`src/hdl/fault_code_table_top_assert.svh`:
```
// Assertion macros for the fault code table
`ifndef FAULT_CODE_TABLE_TOP_ASSERT_SVH
`define FAULT_CODE_TABLE_TOP_ASSERT_SVH

// same-cycle implication, sampled on clk, off during reset
`define FCT_ASSERT_NOW(name, ante, cons, msg) \
	name: assert property (@(posedge clk) disable iff (!arst_n) (ante) |-> (cons)) \
		else $error(msg);

// next-cycle implication, sampled on clk, off during reset
`define FCT_ASSERT_NEXT(name, ante, cons, msg) \
	name: assert property (@(posedge clk) disable iff (!arst_n) (ante) |=> (cons)) \
		else $error(msg);

`endif

```
`src/hdl/fct_pkg.sv`:
```
// Shared types, constants and function of the fault code table
`timescale 1ns / 1ps

package fct_pkg;

	localparam int TABLE_DEPTH = 16;
	localparam int IDX_W = (TABLE_DEPTH > 1) ? $clog2(TABLE_DEPTH) : 1;
	localparam int CNT_W = 5;
	localparam int ADDR_W = 5;
	localparam int DATA_W = 32;

	localparam logic [2:0] KIND_ADD       = 3'd0;
	localparam logic [2:0] KIND_REMOVE    = 3'd1;
	localparam logic [2:0] KIND_CLEAR     = 3'd2;
	localparam logic [2:0] KIND_QUERY     = 3'd3;
	localparam logic [2:0] KIND_READ_CONF = 3'd4;
	localparam logic [2:0] KIND_READ_PEND = 3'd5;
	localparam logic [2:0] KIND_SET_LAMP  = 3'd6;

	localparam logic [2:0] REG_CONFIRMED_MASK = 3'd0;
	localparam logic [2:0] REG_PENDING_MASK   = 3'd1;
	localparam logic [2:0] REG_POWERTRAIN     = 3'd2;
	localparam logic [2:0] REG_CHASSIS        = 3'd3;
	localparam logic [2:0] REG_BODY           = 3'd4;
	localparam logic [2:0] REG_NETWORK        = 3'd5;

	localparam logic [7:0] CONFIRMED_MASK_RST = 8'h08;
	localparam logic [7:0] PENDING_MASK_RST   = 8'h04;
	localparam logic [7:0] POWERTRAIN_RST     = 8'd80;
	localparam logic [7:0] CHASSIS_RST        = 8'd67;
	localparam logic [7:0] BODY_RST           = 8'd66;
	localparam logic [7:0] NETWORK_RST        = 8'd85;

	localparam logic [1:0] PFX_POWERTRAIN = 2'b00;
	localparam logic [1:0] PFX_CHASSIS    = 2'b01;
	localparam logic [1:0] PFX_BODY       = 2'b10;
	localparam logic [1:0] PFX_NETWORK    = 2'b11;

	typedef struct packed {
		logic [7:0] confirmed_mask;
		logic [7:0] pending_mask;
		logic [7:0] powertrain_letter;
		logic [7:0] chassis_letter;
		logic [7:0] body_letter;
		logic [7:0] network_letter;
	} cfg_t;

	typedef enum logic [2:0] {
		EMIT_NONE,
		EMIT_SINGLE,
		EMIT_EMPTY,
		EMIT_COUNT,
		EMIT_HI,
		EMIT_LO
	} emit_sel_t;

	typedef struct packed {
		logic      take;
		logic      step;
		logic      rewind;
		emit_sel_t emit_sel;
	} cmd_t;

	typedef struct packed {
		logic       in_valid;
		logic [2:0] kind;
		logic       out_free;
		logic       at_end;
		logic       entry_hit;
		logic       limit_zero;
		logic       no_pairs;
		logic       pair_last;
	} status_t;

	typedef struct packed {
		logic             success;
		logic [7:0]       entry_status;
		logic [CNT_W-1:0] entry_count;
		logic             lamp;
		logic [7:0]       out_byte;
		logic             byte_valid;
		logic             last;
	} res_t;

	function automatic logic [1:0] type_prefix(input logic [7:0] t, input cfg_t c);
		logic [1:0] p;
		if (t == c.powertrain_letter) p = PFX_POWERTRAIN;
		else if (t == c.chassis_letter) p = PFX_CHASSIS;
		else if (t == c.body_letter) p = PFX_BODY;
		else if (t == c.network_letter) p = PFX_NETWORK;
		else p = PFX_POWERTRAIN;
		return p;
	endfunction

endpackage

```
`src/hdl/fct_if.sv`:
```
// Command and result channel interfaces of the fault code table
`timescale 1ns / 1ps

interface fct_in_if;
	logic       valid;
	logic       ready;
	logic [2:0] kind;
	logic [15:0] fault_code;
	logic [7:0] type_byte;
	logic [7:0] status_in;
	logic [7:0] byte_limit;
	logic       lamp_value;

	modport source (output valid, kind, fault_code, type_byte, status_in, byte_limit,
		lamp_value, input ready);
	modport sink (input valid, kind, fault_code, type_byte, status_in, byte_limit,
		lamp_value, output ready);
endinterface

interface fct_out_if;
	logic                      valid;
	logic                      ready;
	logic                      success;
	logic [7:0]                entry_status;
	logic [fct_pkg::CNT_W-1:0] entry_count;
	logic                      lamp;
	logic [7:0]                out_byte;
	logic                      byte_valid;
	logic                      last;

	modport source (output valid, success, entry_status, entry_count, lamp, out_byte,
		byte_valid, last, input ready);
	modport sink (input valid, success, entry_status, entry_count, lamp, out_byte,
		byte_valid, last, output ready);
endinterface

```
`src/hdl/fct_regs.sv`:
```
// APB configuration registers of the fault code table
`timescale 1ns / 1ps

module fct_regs (
	input  logic                       clk,
	input  logic                       arst_n,
	input  logic                       psel,
	input  logic                       penable,
	input  logic                       pwrite,
	input  logic [fct_pkg::ADDR_W-1:0] paddr,
	input  logic [fct_pkg::DATA_W-1:0] pwdata,
	output logic [fct_pkg::DATA_W-1:0] prdata,
	output logic                       pready,
	output fct_pkg::cfg_t              cfg
);

	fct_pkg::cfg_t cfg_q;
	logic [2:0]    reg_idx;
	logic          wr_en;

	assign reg_idx = paddr[fct_pkg::ADDR_W-1:2];
	assign wr_en   = psel & penable & pwrite;
	assign pready  = 1'b1;
	assign cfg     = cfg_q;

	always_ff @(posedge clk or negedge arst_n) begin
		if (!arst_n) begin
			cfg_q.confirmed_mask    <= fct_pkg::CONFIRMED_MASK_RST;
			cfg_q.pending_mask      <= fct_pkg::PENDING_MASK_RST;
			cfg_q.powertrain_letter <= fct_pkg::POWERTRAIN_RST;
			cfg_q.chassis_letter    <= fct_pkg::CHASSIS_RST;
			cfg_q.body_letter       <= fct_pkg::BODY_RST;
			cfg_q.network_letter    <= fct_pkg::NETWORK_RST;
		end else if (wr_en) begin
			case (reg_idx)
				fct_pkg::REG_CONFIRMED_MASK: cfg_q.confirmed_mask    <= pwdata[7:0];
				fct_pkg::REG_PENDING_MASK:   cfg_q.pending_mask      <= pwdata[7:0];
				fct_pkg::REG_POWERTRAIN:     cfg_q.powertrain_letter <= pwdata[7:0];
				fct_pkg::REG_CHASSIS:        cfg_q.chassis_letter    <= pwdata[7:0];
				fct_pkg::REG_BODY:           cfg_q.body_letter       <= pwdata[7:0];
				fct_pkg::REG_NETWORK:        cfg_q.network_letter    <= pwdata[7:0];
				default: ;
			endcase
		end
	end

	always_comb begin
		case (reg_idx)
			fct_pkg::REG_CONFIRMED_MASK: prdata = {24'd0, cfg_q.confirmed_mask};
			fct_pkg::REG_PENDING_MASK:   prdata = {24'd0, cfg_q.pending_mask};
			fct_pkg::REG_POWERTRAIN:     prdata = {24'd0, cfg_q.powertrain_letter};
			fct_pkg::REG_CHASSIS:        prdata = {24'd0, cfg_q.chassis_letter};
			fct_pkg::REG_BODY:           prdata = {24'd0, cfg_q.body_letter};
			fct_pkg::REG_NETWORK:        prdata = {24'd0, cfg_q.network_letter};
			default:                     prdata = '0;
		endcase
	end

endmodule

```
`src/hdl/fct_ctrl.sv`:
```
// Controller state machine of the fault code table
`timescale 1ns / 1ps

module fct_ctrl (
	input  logic             clk,
	input  logic             arst_n,
	input  fct_pkg::status_t status,
	output fct_pkg::cmd_t    cmd
);

	typedef enum logic [6:0] {
		ST_IDLE    = 7'b0000001,
		ST_SCAN    = 7'b0000010,
		ST_RESULT  = 7'b0000100,
		ST_COUNT   = 7'b0001000,
		ST_CNT_OUT = 7'b0010000,
		ST_LIST    = 7'b0100000,
		ST_LO_OUT  = 7'b1000000
	} state_t;

	state_t state_q, state_d;

	always_ff @(posedge clk or negedge arst_n) begin
		if (!arst_n) begin
			state_q <= ST_IDLE;
		end else begin
			state_q <= state_d;
		end
	end

	always_comb begin
		state_d      = state_q;
		cmd.take     = 1'b0;
		cmd.step     = 1'b0;
		cmd.rewind   = 1'b0;
		cmd.emit_sel = fct_pkg::EMIT_NONE;
		case (state_q)
			ST_IDLE: begin
				cmd.take = 1'b1;
				if (status.in_valid) begin
					case (status.kind)
						fct_pkg::KIND_ADD,
						fct_pkg::KIND_REMOVE,
						fct_pkg::KIND_QUERY:     state_d = ST_SCAN;
						fct_pkg::KIND_READ_CONF,
						fct_pkg::KIND_READ_PEND: state_d = ST_COUNT;
						default:                 state_d = ST_RESULT;
					endcase
				end
			end
			ST_SCAN: begin
				cmd.step = 1'b1;
				if (status.at_end) state_d = ST_RESULT;
			end
			ST_RESULT: begin
				if (status.out_free) begin
					cmd.emit_sel = fct_pkg::EMIT_SINGLE;
					state_d      = ST_IDLE;
				end
			end
			ST_COUNT: begin
				cmd.step = 1'b1;
				if (status.at_end) state_d = ST_CNT_OUT;
			end
			ST_CNT_OUT: begin
				if (status.out_free) begin
					if (status.limit_zero) begin
						cmd.emit_sel = fct_pkg::EMIT_EMPTY;
						state_d      = ST_IDLE;
					end else begin
						cmd.emit_sel = fct_pkg::EMIT_COUNT;
						cmd.rewind   = 1'b1;
						state_d      = status.no_pairs ? ST_IDLE : ST_LIST;
					end
				end
			end
			ST_LIST: begin
				if (status.entry_hit) begin
					if (status.out_free) begin
						cmd.emit_sel = fct_pkg::EMIT_HI;
						state_d      = ST_LO_OUT;
					end
				end else begin
					cmd.step = 1'b1;
				end
			end
			ST_LO_OUT: begin
				if (status.out_free) begin
					cmd.emit_sel = fct_pkg::EMIT_LO;
					cmd.step     = 1'b1;
					state_d      = status.pair_last ? ST_IDLE : ST_LIST;
				end
			end
			default: state_d = ST_IDLE;
		endcase
	end

endmodule

```
`src/hdl/fct_dp.sv`:
```
// Datapath of the fault code table: entry store, scan index and result register
`timescale 1ns / 1ps

module fct_dp (
	input  logic             clk,
	input  logic             arst_n,
	input  fct_pkg::cfg_t    cfg,
	input  fct_pkg::cmd_t    cmd,
	output fct_pkg::status_t status,
	fct_in_if.sink           req,
	fct_out_if.source        rsp
);

	localparam int DEPTH = fct_pkg::TABLE_DEPTH;
	localparam int IDX_W = fct_pkg::IDX_W;
	localparam int CNT_W = fct_pkg::CNT_W;

	// latched command
	logic [2:0]  kind_q;
	logic [15:0] code_q;
	logic [7:0]  type_q;
	logic [7:0]  stat_q;
	logic [7:0]  limit_q;
	logic        lamp_in_q;

	// entry store
	logic [DEPTH-1:0] entry_valid_q;
	logic [15:0]      entry_code_q [DEPTH];
	logic [7:0]       entry_type_q [DEPTH];
	logic [7:0]       entry_bits_q [DEPTH];
	logic [CNT_W-1:0] valid_count_q;
	logic             lamp_q;

	// scan state
	logic [IDX_W-1:0] idx_q;
	logic             found_q;
	logic             free_q;
	logic [IDX_W-1:0] match_idx_q;
	logic [IDX_W-1:0] free_idx_q;
	logic [7:0]       found_bits_q;
	logic [CNT_W-1:0] hit_cnt_q;
	logic [CNT_W-1:0] pairs_q;

	fct_pkg::res_t    res_q, res_d;
	logic             rsp_valid_q;

	logic             accept;
	logic             commit;
	logic             cur_valid;
	logic [15:0]      cur_code;
	logic [7:0]       cur_type;
	logic [7:0]       cur_bits;
	logic [7:0]       mask;
	logic             key_hit;
	logic             entry_hit;
	logic [7:0]       limit_m1;
	logic [6:0]       half;
	logic [CNT_W-1:0] pairs_new;
	logic             ok;
	logic [7:0]       st;
	logic [CNT_W-1:0] cnt_nx;
	logic             lamp_nx;

	assign req.ready = cmd.take;
	assign accept    = cmd.take & req.valid;
	assign commit    = (cmd.emit_sel == fct_pkg::EMIT_SINGLE);

	assign cur_valid = entry_valid_q[idx_q];
	assign cur_code  = entry_code_q[idx_q];
	assign cur_type  = entry_type_q[idx_q];
	assign cur_bits  = entry_bits_q[idx_q];
	assign mask      = (kind_q == fct_pkg::KIND_READ_CONF) ? cfg.confirmed_mask
		: cfg.pending_mask;
	assign key_hit   = cur_valid && (cur_code == code_q) && (cur_type == type_q);
	assign entry_hit = cur_valid && ((cur_bits & mask) != 8'd0);

	// code pairs that fit after the count byte
	assign limit_m1  = limit_q - 8'd1;
	assign half      = limit_m1[7:1];
	assign pairs_new = (7'(hit_cnt_q) < half) ? hit_cnt_q : CNT_W'(half);

	assign status.in_valid   = req.valid;
	assign status.kind       = req.kind;
	assign status.out_free   = !rsp_valid_q || rsp.ready;
	assign status.at_end     = (idx_q == IDX_W'(DEPTH - 1));
	assign status.entry_hit  = entry_hit;
	assign status.limit_zero = (limit_q == 8'd0);
	assign status.no_pairs   = (pairs_new == '0);
	assign status.pair_last  = (pairs_q == CNT_W'(1));

	always_ff @(posedge clk) begin
		if (accept) begin
			kind_q    <= req.kind;
			code_q    <= req.fault_code;
			type_q    <= req.type_byte;
			stat_q    <= req.status_in;
			limit_q   <= req.byte_limit;
			lamp_in_q <= req.lamp_value;
		end
	end

	always_comb begin
		ok      = 1'b0;
		st      = 8'd0;
		cnt_nx  = valid_count_q;
		lamp_nx = lamp_q;
		case (kind_q)
			fct_pkg::KIND_ADD: begin
				if (found_q) begin
					ok = 1'b1;
				end else if (free_q) begin
					ok     = 1'b1;
					cnt_nx = valid_count_q + CNT_W'(1);
					if ((stat_q & cfg.confirmed_mask) != 8'd0) lamp_nx = 1'b1;
				end
			end
			fct_pkg::KIND_REMOVE: begin
				if (found_q) begin
					ok = 1'b1;
					if (valid_count_q != '0) cnt_nx = valid_count_q - CNT_W'(1);
					if (cnt_nx == '0) lamp_nx = 1'b0;
				end
			end
			fct_pkg::KIND_CLEAR: begin
				ok      = 1'b1;
				cnt_nx  = '0;
				lamp_nx = 1'b0;
			end
			fct_pkg::KIND_QUERY: begin
				ok = found_q;
				st = found_q ? found_bits_q : 8'd0;
			end
			fct_pkg::KIND_READ_CONF,
			fct_pkg::KIND_READ_PEND: ok = 1'b1;
			fct_pkg::KIND_SET_LAMP: begin
				ok      = 1'b1;
				lamp_nx = lamp_in_q;
			end
			default: ;
		endcase
	end

	always_ff @(posedge clk) begin
		if (commit && (kind_q == fct_pkg::KIND_ADD)) begin
			if (found_q) begin
				entry_bits_q[match_idx_q] <= found_bits_q | stat_q;
			end else if (free_q) begin
				entry_code_q[free_idx_q] <= code_q;
				entry_type_q[free_idx_q] <= type_q;
				entry_bits_q[free_idx_q] <= stat_q;
			end
		end
	end

	always_ff @(posedge clk or negedge arst_n) begin
		if (!arst_n) begin
			entry_valid_q <= '0;
			valid_count_q <= '0;
			lamp_q        <= 1'b0;
		end else if (commit) begin
			valid_count_q <= cnt_nx;
			lamp_q        <= lamp_nx;
			case (kind_q)
				fct_pkg::KIND_ADD: begin
					if (!found_q && free_q) entry_valid_q[free_idx_q] <= 1'b1;
				end
				fct_pkg::KIND_REMOVE: begin
					if (found_q) entry_valid_q[match_idx_q] <= 1'b0;
				end
				fct_pkg::KIND_CLEAR: entry_valid_q <= '0;
				default: ;
			endcase
		end
	end

	always_ff @(posedge clk or negedge arst_n) begin
		if (!arst_n) begin
			idx_q        <= '0;
			found_q      <= 1'b0;
			free_q       <= 1'b0;
			match_idx_q  <= '0;
			free_idx_q   <= '0;
			found_bits_q <= 8'd0;
			hit_cnt_q    <= '0;
			pairs_q      <= '0;
		end else if (accept) begin
			idx_q     <= '0;
			found_q   <= 1'b0;
			free_q    <= 1'b0;
			hit_cnt_q <= '0;
		end else begin
			if (cmd.rewind) begin
				idx_q <= '0;
			end else if (cmd.step) begin
				idx_q <= idx_q + IDX_W'(1);
			end
			if (cmd.step) begin
				if (key_hit && !found_q) begin
					found_q      <= 1'b1;
					match_idx_q  <= idx_q;
					found_bits_q <= cur_bits;
				end
				if (!cur_valid && !free_q) begin
					free_q     <= 1'b1;
					free_idx_q <= idx_q;
				end
				if (entry_hit) hit_cnt_q <= hit_cnt_q + CNT_W'(1);
			end
			if (cmd.emit_sel == fct_pkg::EMIT_COUNT) begin
				pairs_q <= pairs_new;
			end else if (cmd.emit_sel == fct_pkg::EMIT_LO) begin
				pairs_q <= pairs_q - CNT_W'(1);
			end
		end
	end

	always_comb begin
		res_d              = res_q;
		res_d.success      = 1'b1;
		res_d.entry_status = 8'd0;
		res_d.entry_count  = valid_count_q;
		res_d.lamp         = lamp_q;
		res_d.out_byte     = 8'd0;
		res_d.byte_valid   = 1'b0;
		res_d.last         = 1'b1;
		case (cmd.emit_sel)
			fct_pkg::EMIT_SINGLE: begin
				res_d.success      = ok;
				res_d.entry_status = st;
				res_d.entry_count  = cnt_nx;
				res_d.lamp         = lamp_nx;
			end
			fct_pkg::EMIT_EMPTY: ;
			fct_pkg::EMIT_COUNT: begin
				res_d.out_byte   = 8'(hit_cnt_q);
				res_d.byte_valid = 1'b1;
				res_d.last       = status.no_pairs;
			end
			fct_pkg::EMIT_HI: begin
				res_d.out_byte   = {fct_pkg::type_prefix(cur_type, cfg), cur_code[13:8]};
				res_d.byte_valid = 1'b1;
				res_d.last       = 1'b0;
			end
			fct_pkg::EMIT_LO: begin
				res_d.out_byte   = cur_code[7:0];
				res_d.byte_valid = 1'b1;
				res_d.last       = status.pair_last;
			end
			default: res_d = res_q;
		endcase
	end

	always_ff @(posedge clk) begin
		if (cmd.emit_sel != fct_pkg::EMIT_NONE) res_q <= res_d;
	end

	always_ff @(posedge clk or negedge arst_n) begin
		if (!arst_n) begin
			rsp_valid_q <= 1'b0;
		end else if (cmd.emit_sel != fct_pkg::EMIT_NONE) begin
			rsp_valid_q <= 1'b1;
		end else if (rsp.ready) begin
			rsp_valid_q <= 1'b0;
		end
	end

	assign rsp.valid        = rsp_valid_q;
	assign rsp.success      = res_q.success;
	assign rsp.entry_status = res_q.entry_status;
	assign rsp.entry_count  = res_q.entry_count;
	assign rsp.lamp         = res_q.lamp;
	assign rsp.out_byte     = res_q.out_byte;
	assign rsp.byte_valid   = res_q.byte_valid;
	assign rsp.last         = res_q.last;

endmodule

```
`src/hdl/fault_code_table_top.sv`:
```
// Top level of the fault code table
`timescale 1ns / 1ps
// Fault code table: a 16-entry store of fault codes keyed by code and type letter.
// req carries one command per transfer (add, remove, clear, query, set lamp, or a
// confirmed or pending readout). rsp carries the results; last marks the final one.
// Non-readout commands give one result; readouts give a count byte and then two
// bytes per listed code, capped by byte_limit, or one byteless result when
// byte_limit is zero. Add, remove and query scan the table one entry a cycle over
// the single entry read port. A readout counts the hits in one full scan, then
// rescans the table and sends the high and low byte of each listed code in turn.
// A new command is taken only after the previous one has its last result in the
// output register; that register may still be waiting.
// When rsp.ready is low the result register holds and the next result waits for it.
// Reset clears all entries, the count and the lamp, and loads the register
// defaults; the block is ready as soon as reset is released.
// The APB port holds six 8-bit registers at byte addresses 0 to 20.

`include "fault_code_table_top_assert.svh"

module fault_code_table_top (
	input  logic                              clk,
	input  logic                              arst_n,
	fct_in_if.sink                            req,
	fct_out_if.source                         rsp,
	input  logic                              psel,
	input  logic                              penable,
	input  logic                              pwrite,
	input  logic [fct_pkg::ADDR_W-1:0]        paddr,
	input  logic [fct_pkg::DATA_W-1:0]        pwdata,
	output logic [fct_pkg::DATA_W-1:0]        prdata,
	output logic                              pready
);

	fct_pkg::cfg_t    cfg;
	fct_pkg::cmd_t    cmd;
	fct_pkg::status_t status;

	fct_regs u_regs (
		.clk     (clk),
		.arst_n  (arst_n),
		.psel    (psel),
		.penable (penable),
		.pwrite  (pwrite),
		.paddr   (paddr),
		.pwdata  (pwdata),
		.prdata  (prdata),
		.pready  (pready),
		.cfg     (cfg)
	);

	fct_ctrl u_ctrl (
		.clk    (clk),
		.arst_n (arst_n),
		.status (status),
		.cmd    (cmd)
	);

	fct_dp u_dp (
		.clk    (clk),
		.arst_n (arst_n),
		.cfg    (cfg),
		.cmd    (cmd),
		.status (status),
		.req    (req),
		.rsp    (rsp)
	);

	`FCT_ASSERT_NEXT(a_one_cmd_at_a_time, req.valid && req.ready, !req.ready, "command taken while busy")
	`FCT_ASSERT_NOW(a_no_byte_is_last, rsp.valid && !rsp.byte_valid, rsp.last, "byteless result not last")
	`FCT_ASSERT_NOW(a_count_in_range, rsp.valid, rsp.entry_count <= fct_pkg::CNT_W'(fct_pkg::TABLE_DEPTH), "entry count over depth")

endmodule

```
`src/flat_wrapper.sv`:
```
// flat-port wrapper written by rule: the top's interface ports become plain ports
module fault_code_table_top_flat 
  (clk, arst_n, psel, penable, pwrite, paddr, pwdata, prdata, pready, req_valid, req_kind, req_fault_code, req_type_byte, req_status_in, req_byte_limit, req_lamp_value, req_ready, rsp_valid, rsp_success, rsp_entry_status, rsp_entry_count, rsp_lamp, rsp_out_byte, rsp_byte_valid, rsp_last, rsp_ready);
  fct_in_if req_i ();
  fct_out_if rsp_i ();
  input  logic clk;
  input  logic arst_n;
  input  logic psel;
  input  logic penable;
  input  logic pwrite;
  input  logic [fct_pkg::ADDR_W-1:0] paddr;
  input  logic [fct_pkg::DATA_W-1:0] pwdata;
  output logic [fct_pkg::DATA_W-1:0] prdata;
  output logic pready;
  input wire logic [$bits(req_i.valid)-1:0] req_valid;
  input wire logic [$bits(req_i.kind)-1:0] req_kind;
  input wire logic [$bits(req_i.fault_code)-1:0] req_fault_code;
  input wire logic [$bits(req_i.type_byte)-1:0] req_type_byte;
  input wire logic [$bits(req_i.status_in)-1:0] req_status_in;
  input wire logic [$bits(req_i.byte_limit)-1:0] req_byte_limit;
  input wire logic [$bits(req_i.lamp_value)-1:0] req_lamp_value;
  output wire logic [$bits(req_i.ready)-1:0] req_ready;
  output wire logic [$bits(rsp_i.valid)-1:0] rsp_valid;
  output wire logic [$bits(rsp_i.success)-1:0] rsp_success;
  output wire logic [$bits(rsp_i.entry_status)-1:0] rsp_entry_status;
  output wire logic [$bits(rsp_i.entry_count)-1:0] rsp_entry_count;
  output wire logic [$bits(rsp_i.lamp)-1:0] rsp_lamp;
  output wire logic [$bits(rsp_i.out_byte)-1:0] rsp_out_byte;
  output wire logic [$bits(rsp_i.byte_valid)-1:0] rsp_byte_valid;
  output wire logic [$bits(rsp_i.last)-1:0] rsp_last;
  input wire logic [$bits(rsp_i.ready)-1:0] rsp_ready;
  assign req_i.valid = req_valid;
  assign req_i.kind = req_kind;
  assign req_i.fault_code = req_fault_code;
  assign req_i.type_byte = req_type_byte;
  assign req_i.status_in = req_status_in;
  assign req_i.byte_limit = req_byte_limit;
  assign req_i.lamp_value = req_lamp_value;
  assign req_ready = req_i.ready;
  assign rsp_valid = rsp_i.valid;
  assign rsp_success = rsp_i.success;
  assign rsp_entry_status = rsp_i.entry_status;
  assign rsp_entry_count = rsp_i.entry_count;
  assign rsp_lamp = rsp_i.lamp;
  assign rsp_out_byte = rsp_i.out_byte;
  assign rsp_byte_valid = rsp_i.byte_valid;
  assign rsp_last = rsp_i.last;
  assign rsp_i.ready = rsp_ready;
  fault_code_table_top u_core (.clk(clk), .arst_n(arst_n), .req(req_i), .rsp(rsp_i), .psel(psel), .penable(penable), .pwrite(pwrite), .paddr(paddr), .pwdata(pwdata), .prdata(prdata), .pready(pready));
endmodule
```
`config.mk`:
```
export PLATFORM = sky130hd
export DESIGN_NAME = fault_code_table_top_flat
export DESIGN_NICKNAME = d
export VERILOG_FILES = /design/src/hdl/fct_pkg.sv /design/src/hdl/fct_if.sv /design/src/hdl/fct_regs.sv /design/src/hdl/fct_ctrl.sv /design/src/hdl/fct_dp.sv /design/src/hdl/fault_code_table_top.sv /design/src/flat_wrapper.sv
export VERILOG_INCLUDE_DIRS = /design/src /design/src/hdl
export SDC_FILE = /design/constraint.sdc
export NUM_CORES = 1
export LEC_CHECK = 0
export ABC_CLOCK_PERIOD_IN_PS = 5000
export BUFFER_PORTS_ARGS = -buffer_cell sky130_fd_sc_hd__buf_4
export CAP_MARGIN = 20
export CORE_ASPECT_RATIO = 1.5
export CORE_MARGIN = 2
export CORE_UTILIZATION = 61
export CTS_BUF_LIST = sky130_fd_sc_hd__clkbuf_16
export DETAILED_ROUTE_END_ITERATION = 16
export PLACE_DENSITY = 0.81
export SKIP_LAST_GASP = 1
export SLEW_MARGIN = 20
export SYNTH_ARGS = -nofsm -noshare
export SYNTH_HDL_FRONTEND = slang
export SYNTH_SLANG_ARGS = --single-unit
```
`constraint.sdc`:
```
create_clock -name clk -period 5 [get_ports clk]
set_input_delay 0.75 -clock clk [delete_from_list [all_inputs] [get_ports clk]]
set_output_delay 0.75 -clock clk [all_outputs]
set_load 0.01 [all_outputs]
```
==> metrics.md, run 1 <==
| Metric | Value |
|---|---|
| Post-Synthesis Cells | `1836` |
| GPL Wtd Cong | `0.885` |
| Root Driver | `clkbuf_16` |
| Max Fclk | `218 MHz` |
| Minimum clock period | `4590 ps` |
| RSZ-0062 raised after global routing | `false` |
| Top-area cell type share of the netlist area | `58.5%` |
| Drt pass-1 iters | `6` |
| Worst setup path start | `u_core.u_dp.idx_q[0]` |
| Post-synth EDFFs | `581` |
| ANT nets after route | `0` |
| Final nets | `2075` |
| # clock sinks | `691` |
| R2R Path Start | `u_core.u_dp.idx_q[0]` |
| CTS tree | `built` |
| Layout cells sized above 1 | `24.8%` |
| Flops & latches, synth | `691` |
| HP Class | `primary input to async pin` |
| Worst-path clk slew | `70 ps` |
| Post-cts resize count | `0` |
| Slew headroom | `26.1%` |
| Post-synthesis sequential area ratio | `67.7%` |
| Die extent in x | `185 um` |
| Clock buffer depth | `3` |
| Total grt overflow | `0` |
| Clk_lat worst skew | `640 ps` |
| Clock share of power | `31.7%` |
| Slowest stage delay, CP | `980 ps` |
| Initial antenna violation count | `1` |
| Vias | `17.6k` |
| Async S/R FF share, synth | `15.9%` |
| Final Setup Violations | `0` |
| GRT Overall Usage | `29.9%` |
| Main synth FF type | `edfxtp_1` |
| FP Rows | `99` |
| Starting Density | `61.6%` |
| Mapped Avg Cell Area | `16.3 um^2` |
| YS warnings | `0` |
| First-pass GRT wire length | `110 mm` |
| Vias in the first global route | `18.1k` |
| Hold Vio Cnt, Final | `0` |
| Post-CTS Setup Repair Bufs | `0` |
| Final period util | `91.8%` |
| Synth cell types | `84` |
| Largest net degree at the start of global routing | `65` |
| I/O pin total | `148` |
| H-tree depth | `2` |
| Synth top area cells | `edfxtp_1 (58%), dfrtp_1 (8.0%), mux4_2 (7.8%), mux2_2 (2.8%), mux2i_1 (2.8%)` |
| Share of power burned in registers | `48.7%` |
| Leakage Power | `11.6 nW` |
| DIE HEIGHT | `275 um` |
| Antenna Cells | `0` |
| Final non-filler cell total | `2680` |
| Max_cap viols | `0` |
| CTS buffer count | `60` |
| Via/cell ratio | `6.57` |
| Crit path cell chain | `buf_4 > mux2i_1 > a221oi_2 > o21ai_1 > a2111oi_0 > or4b_1 > nor4_2 > nand4_2 > buf_4 > mux2i_1` |
| DR WL/cell | `27.7 um` |
| Arr. time, crit path | `5100 ps` |
| Comb pwr share | `19.7%` |
| Hold_buf cts | `0` |
| Worst slew pin tran | `1110 ps` |
| Cell Area, Synth | `0.0298 mm^2` |
| Maximum vdd drop | `0.000279 V` |
| Switching pwr | `4.31 mW` |
| Clock Skew | `15.6 ps` |
| Crit path max fanout | `45` |
| Switch share | `28.3%` |
| I/O Buffers | `96` |
| Cell Count Post-Placement | `2569` |
| Die Area | `0.0508 mm^2` |
| Core ar. | `0.0484 mm^2` |
| Final max-slew violation count | `0` |
| CP Launch Type | `flop` |
| Area leader, netlist | `edfxtp_1` |
| Int Power | `10.9 mW` |
| P per Cell Area | `454 mW/mm^2` |
| Outcome | `complete, no violations` |
| 1st-iter DRT viols | `1565` |
| Setup_tns | `0 ps` |
| Setup crit end kind | `flop` |
| Routed WL | `74.2 mm` |
| Crit-path slowest cell | `dfrtp_4` |
| Required time of the critical path | `5510 ps` |
| Crit path kind | `flop to flop` |
| HPWL Detailed | `47.6 mm` |
| Area Growth Syn to Fin | `12.2%` |
| DRC violations left | `0` |
| Final Instance Area | `0.0335 mm^2` |
| Placement Cell Area | `0.0314 mm^2` |
cells in the final DEF, fill, tap and decap left out, drive strengths merged, types with 10 or more instances in the layout:
cell type / instances
xor2: 26
inv: 42
a2111oi: 10
o21a: 16
nor2b: 19
or2: 10
clkinv: 30
buf: 165
edfxtp: 581
a21oi: 60
mux2i: 83
xnor2: 30
nor3: 27
a221oi: 17
clkbuf: 61
mux4: 110
a22o: 19
nand3: 16
ha: 12
nand2b: 18
mux2: 80
or3: 12
dfstp: 14
dfrtp: 96
bufinv: 10
and3: 28
conb: 25
nand2: 74
a22oi: 28
nor2: 93
o22ai: 19
and2: 14
o21ai: 53
power by group through the flow:
stage                     Combinational [mW]  Clock, mW  Sequential (mW)
final                                   2.99       4.82             7.41
after CTS                               2.98       4.86             7.39
after global routing                    3.20       5.07             7.46
after floorplan                         2.18          0             7.24
after detailed placement                2.94          0             7.51
after global placement                  2.87          0             7.47
state kept, by name, summed over array words and instances, names as in the netlist, 5 cells and up:
| name | cells |
|---|---|
| u_core.u_dp.entry_code_q | 256 |
| u_core.u_dp.entry_bits_q | 128 |
| u_core.u_dp.entry_type_q | 128 |
| u_core.u_regs.cfg | 48 |
| u_core.u_dp.code_q | 16 |
| u_core.u_dp.entry_valid_q | 16 |
| u_core.u_dp.found_bits_q | 8 |
| u_core.u_dp.limit_q | 8 |
| u_core.u_dp.rsp.entry_status | 8 |
| u_core.u_dp.rsp.out_byte | 8 |
| u_core.u_dp.stat_q | 8 |
| u_core.u_dp.type_q | 8 |
| u_core.u_ctrl.state_q | 7 |
| u_core.u_dp.hit_cnt_q | 5 |
| u_core.u_dp.pairs_q | 5 |
| u_core.u_dp.rsp.entry_count | 5 |
| u_core.u_dp.valid_count_q | 5 |
synthesized netlist by cell type (11+ instances only):
| library cell | n |
|---|---|
| nor3_1 | 26 |
| nor2_1 | 93 |
| a221oi_1 | 11 |
| and2_1 | 12 |
| buf_4 | 30 |
| and3_1 | 28 |
| nand2b_1 | 18 |
| xnor2_1 | 30 |
| ha_1 | 12 |
| mux2i_1 | 83 |
| or3_1 | 12 |
| o21a_1 | 16 |
| dfrtp_1 | 96 |
| a22oi_1 | 28 |
| inv_1 | 32 |
| nor2b_1 | 19 |
| xor2_1 | 26 |
| mux2_2 | 74 |
| mux4_2 | 104 |
| nand2_1 | 74 |
| a21oi_1 | 60 |
| buf_2 | 20 |
| dfstp_2 | 14 |
| o22ai_1 | 19 |
| o21ai_0 | 51 |
| nand3_1 | 16 |
| edfxtp_1 | 581 |
| a22o_1 | 19 |
| clkbuf_1 | 44 |
final cells by class:
cell class	count	area (um^2)
Timing Repair Buffer	165	1280
Clock inverter	50	522
Clock buffer	61	1530
Fill cell	3053	14900
Inverter	36	135
Multi-Input combinational cell	1021	8980
Tap cell	656	821
Sequential cell	691	20200
metal layers:
| metal | vias up | part of all wire (%) | GRT usage, % |
|---|---|---|---|
| met1 | 8873 | 34 | 35.0 |
| li1 | 7500 | - | - |
| met5 | - | 0.018 | 0 |
| met3 | 271 | 7.9 | 5.12 |
| met4 | 2 | 6.8 | 18.8 |
| met2 | 951 | 51 | 51.3 |
cells by family (layout without fill, tap and decap cells):
group	count (synthesis)	after routing	share of synthesized area, %
DFF	691	691	67.7
and+or+nand+nor	353	353	6.06
AOI/OAI and AO/OA	302	302	7.13
muxes	273	273	14.3
buffers and inverters	147	312	2.65
xor gates and xnor gates	56	56	1.64
adders and majority gates	12	12	0.503
other	2	25	0.0252
path summary, 6_finish.rpt:
| check | endpoint | slack, ps | depth (start not counted) |
|---|---|---|---|
| max | u_core.u_dp.found_bits_q[6] | 410 | 10 |
| min | u_core.u_regs.cfg[33] | 200 | 1 |
| max reg2reg | u_core.u_dp.found_bits_q[6] | 410 | 10 |
| min reg2reg | u_core.u_dp.entry_valid_q[1] | 480 | 1 |
| max in group asynchronous | u_core.u_ctrl.state_q[0] | 3850 | 2 |
| min in group clk | u_core.u_dp.code_q[3] | 280 | 1 |
through the flow:
step	hold slack, ps	utilization, %	power, mW	worst slack (ps)
floorplan	445	-	9.42	1340
global placement	457	64.9	10.3	614
detailed placement	468	64.9	10.5	495
CTS	225	69.1	15.2	479
global route	258	69.1	15.7	206
finish	205	69.1	15.2	409
worst max-delay path, delay by kind of cell, from the launching register on:
family / cells / cell delay, ps
compound gates: 3 / 1240
buf+inv: 2 / 650
flops: 1 / 980
mux: 2 / 250
simple gates: 3 / 1330
Power figures use the tool's default switching activity.
==> inputs of run 2 (changes only) <==
ABC_AREA = 1   (was not set)
CORE_UTILIZATION = 62   (was 61)
PLACE_DENSITY = 0.82   (was 0.81)
==> metrics.md, run 2 <==
| Metric | Value |
|---|---|
| Worst-path clk slew | `70 ps (about the same)` |
| Maximum vdd drop | `0.000355 V (+27%)` |
| Crit path kind | `flop to flop` |
| Worst slew pin tran | `1120 ps (+12.1 ps)` |
| Max Fclk | `233 MHz (+6.8%)` |
| Clk_lat worst skew | `660 ps (+20 ps)` |
| Final max-slew violation count | `0 (unchanged)` |
| Top-count cell post-synth | `nand2_1` |
| Crit path cell chain | `nand2_2 > inv_2 > buf_4 > nand2_1 > a21oi_1 > nor2_1 > nand2_1 > nand2_1 > inv_1 > nor2_1 > nor2_1 > nand2_1 > nor2_1 > nand2_1 > nor2_4 > nand2_2 > nand2_1 > nand2_1` |
| Die Area | `0.0516 mm^2 (+1.6%)` |
| Async S/R FF share, synth | `15.9% (unchanged)` |
| CTS buffer count | `59 (-1.7%)` |
| Total grt overflow | `0 (unchanged)` |
| GPL Wtd Cong | `0.913 (+3.1%)` |
| Final Core Density | `68.7% (-0.41 points)` |
| Final nets | `3202 (+54%)` |
| Arr. time, crit path | `4820 ps (-280 ps)` |
| HPWL Detailed | `48.6 mm (+2.1%)` |
| R2R Path Start | `u_core.u_dp.idx_q[1]` |
| Post-synth EDFFs | `581 (unchanged)` |
| Layout cells sized above 1 | `9.52% (-15 points)` |
| Post-cts resize count | `0 (unchanged)` |
| Top-area cell type share of the netlist area | `56.6% (-1.9 points)` |
| Main synth FF type | `edfxtp_1` |
| 1st-iter DRT viols | `2484 (+59%)` |
| Hold Vio Cnt, Final | `0 (unchanged)` |
| Crit path max fanout | `30 (-33%)` |
| Setup crit end kind | `flop` |
| Post-synthesis sequential area ratio | `65.6% (-2.2 points)` |
| Worst path buffer plus inverter count | `3 (+1)` |
| Minimum clock period | `4300 ps (-293 ps)` |
| I/O pin total | `148 (unchanged)` |
| Die extent in x | `186 um (+0.80%)` |
| P per Cell Area | `465 mW/mm^2 (+2.3%)` |
| Core ar. | `0.0494 mm^2 (+2.0%)` |
| First-pass GRT wire length | `118 mm (+7.2%)` |
| Most common cell after layout, fill and taps aside | `nand2_1` |
| Fill count | `3506 (+15%)` |
| Synth cell types | `47 (-44%)` |
| DRC violations left | `0 (unchanged)` |
| Worst setup path start | `u_core.u_dp.idx_q[1]` |
| Via/cell ratio | `5.78 (-12%)` |
| Top reg by flops | `u_core.u_dp.entry_code_q` |
| Total power | `15.8 mW (+3.8%)` |
| Clock buffer depth | `3 (unchanged)` |
| DIE HEIGHT | `277 um (+0.80%)` |
| Vias | `22.1k (+25%)` |
| Post-CTS Setup Repair Bufs | `0 (unchanged)` |
| Final period util | `85.9% (-5.9 points)` |
| Mapped Avg Cell Area | `10.2 um^2 (-37%)` |
| Setup_tns | `0 ps (unchanged)` |
| Flops & latches, synth | `691 (unchanged)` |
| I/O Buffers | `96 (unchanged)` |
| Starting Density | `62.4% (+0.76 points)` |
| Crit-path slowest cell | `dfrtp_1` |
| Synth top area cells | `edfxtp_1 (57%), nand2_1 (10%), dfrtp_1 (7.8%), nor2_1 (4.4%), nand3_1 (3.2%)` |
| CP Launch Type | `flop` |
| HP Class | `primary input to async pin` |
| Antenna Cells | `0 (unchanged)` |
| Area occupied by multi-input gates | `0.00900 mm^2 (+0.26%)` |
| FP Rows | `100 (+1.0%)` |
| ANT nets after route | `0 (unchanged)` |
| Outcome | `complete, no violations` |
| GRT Overall Usage | `30.2% (+0.36 points)` |
| FF/Latch Area | `0.0202 mm^2 (about the same)` |
| Leakage Power | `13.5 nW (+16%)` |
| Vias in the first global route | `21.5k (+19%)` |
| Clock Skew | `30.7 ps (+15.1 ps)` |
| Largest net degree at the start of global routing | `137 (+110%)` |
| Slew headroom | `24.8% (-1.3 points)` |
| Post-synth top cells | `nand2_1 (858), edfxtp_1 (581), nor2_1 (363)` |
| Hold_buf cts | `0 (unchanged)` |
| Drt pass-1 iters | `6 (unchanged)` |
| Max_cap viols | `0 (unchanged)` |
| Biggest regs | `u_core.u_dp.entry_code_q (256), u_core.u_dp.entry_bits_q (128), u_core.u_dp.entry_type_q (128)` |
| DR WL/cell | `20.2 um (-27%)` |
| Routed WL | `76.9 mm (+3.7%)` |
| H-tree depth | `2 (unchanged)` |
| Root Driver | `clkbuf_16` |
| Required time of the critical path | `5520 ps (about the same)` |
| Final Setup Violations | `0 (unchanged)` |
| Family with the most delay on the worst path | `simple AND/OR/NAND/NOR gates` |
| Post-Synthesis Cells | `3023 (+65%)` |
| RSZ-0062 raised after global routing | `false` |
| Worst path most repeated cell | `nand2_1` |
| CTS tree | `built` |
| YS warnings | `0 (unchanged)` |
| Area Growth Syn to Fin | `10.2%` |
| Largest register FFs | `256 (unchanged)` |
| Area leader, netlist | `edfxtp_1` |
| Cell Area, Synth | `0.0308 mm^2 (+3.3%)` |
| Slowest stage delay, CP | `770 ps (-210 ps)` |
| Most frequent cells in the layout | `nand2_1 (858), edfxtp_1 (581), nor2_1 (355)` |
| Initial antenna violation count | `0 (-1)` |
| # clock sinks | `691 (unchanged)` |
[run 2: cell types whose count changed after synthesis, sizes merged, moves of 79 or more]
cell   previous run  this run
inv              33       220
mux4            110         0
nand3            16       199
mux2             80         1
mux2i            83         0
nand2            74       874
o21ai            53       212
nor2             93       366
[run 2: final cells by class]
type	instances	share of cell area, %
Sequential cell	691	59.5
Multi-Input combinational cell	1984	26.5
Clock buffer	59	4.35
Timing Repair Buffer	143	3.38
Inverter	223	2.48
Tap cell	663	2.44
Clock inverter	51	1.30
[run 2: metal layers]
metal | routed length [um] | global-route usage [%] | vias up
met3 | 5630 | 4.13 | 268
met1 | 27200 | 36.0 | 10400
met4 | 5210 | 19.0 | 0
met2 | 38900 | 51.5 | 1110
met5 | 0 | 0 | -
li1 | - | - | 10300
[run 2: cells by family after synthesis]
logic type,Yosys count,synth area share [%]
DFF,691,65.6
other,2,0.0244
adders and majority gates,12,0.487
and+or+nand+nor,1495,19.6
muxes,1,0.0365
xor gates and xnor gates,41,1.16
AOI/OAI and AO/OA,410,7.32
buffers and inverters,371,5.76
[run 2: path summary, 6_finish.rpt]
check | to | slack (ps) | cells after the start
setup / recovery | u_core.u_dp.found_bits_q[6] | 700 | 18
hold / removal | u_core.u_regs.cfg[3] | 230 | 1
setup reg to reg | u_core.u_dp.found_bits_q[6] | 700 | 18
hold reg to reg | u_core.u_dp.found_bits_q[4] | 470 | 2
max in group asynchronous | u_core.u_dp.pairs_q[0] | 3600 | 2
min in group clk | u_core.u_dp.type_q[4] | 270 | 1
[run 2: power by group]
part	total [mW]	internal [mW]	leakage (nW)	switching, mW
sequential	7.50	6.98	6.62	0.527
combinational	3.76	1.13	5.85	2.63
clock	4.53	2.47	0.997	2.06
total	15.8	10.6	13.5	5.22
[run 2: stage by stage]
stage / setup WS (ps) / cells / hold slack (ps) / area, um^2
after floorplan: 1250 / 3046 / 442 / 30900
after global placement: 984 / 3704 / 457 / 32000
after detailed placement: 841 / 3704 / 459 / 32000
after CTS: 808 / 3814 / 240 / 34000
after global routing: 513 / 3814 / 241 / 34000
final: 703 / 3814 / 227 / 34000
[run 2: worst reg2reg max path, cell delays in order (launching register included)]
cell and delay (ps):
dfrtp_1 770, nand2_2 240, inv_2 600, buf_4 410, nand2_1 80, a21oi_1 160, nor2_1 70, nand2_1 100
nand2_1 60, inv_1 240, nor2_1 80, nor2_1 210, nand2_1 110, nor2_1 110, nand2_1 140, nor2_4 340
nand2_2 260, nand2_1 110, nand2_1 50
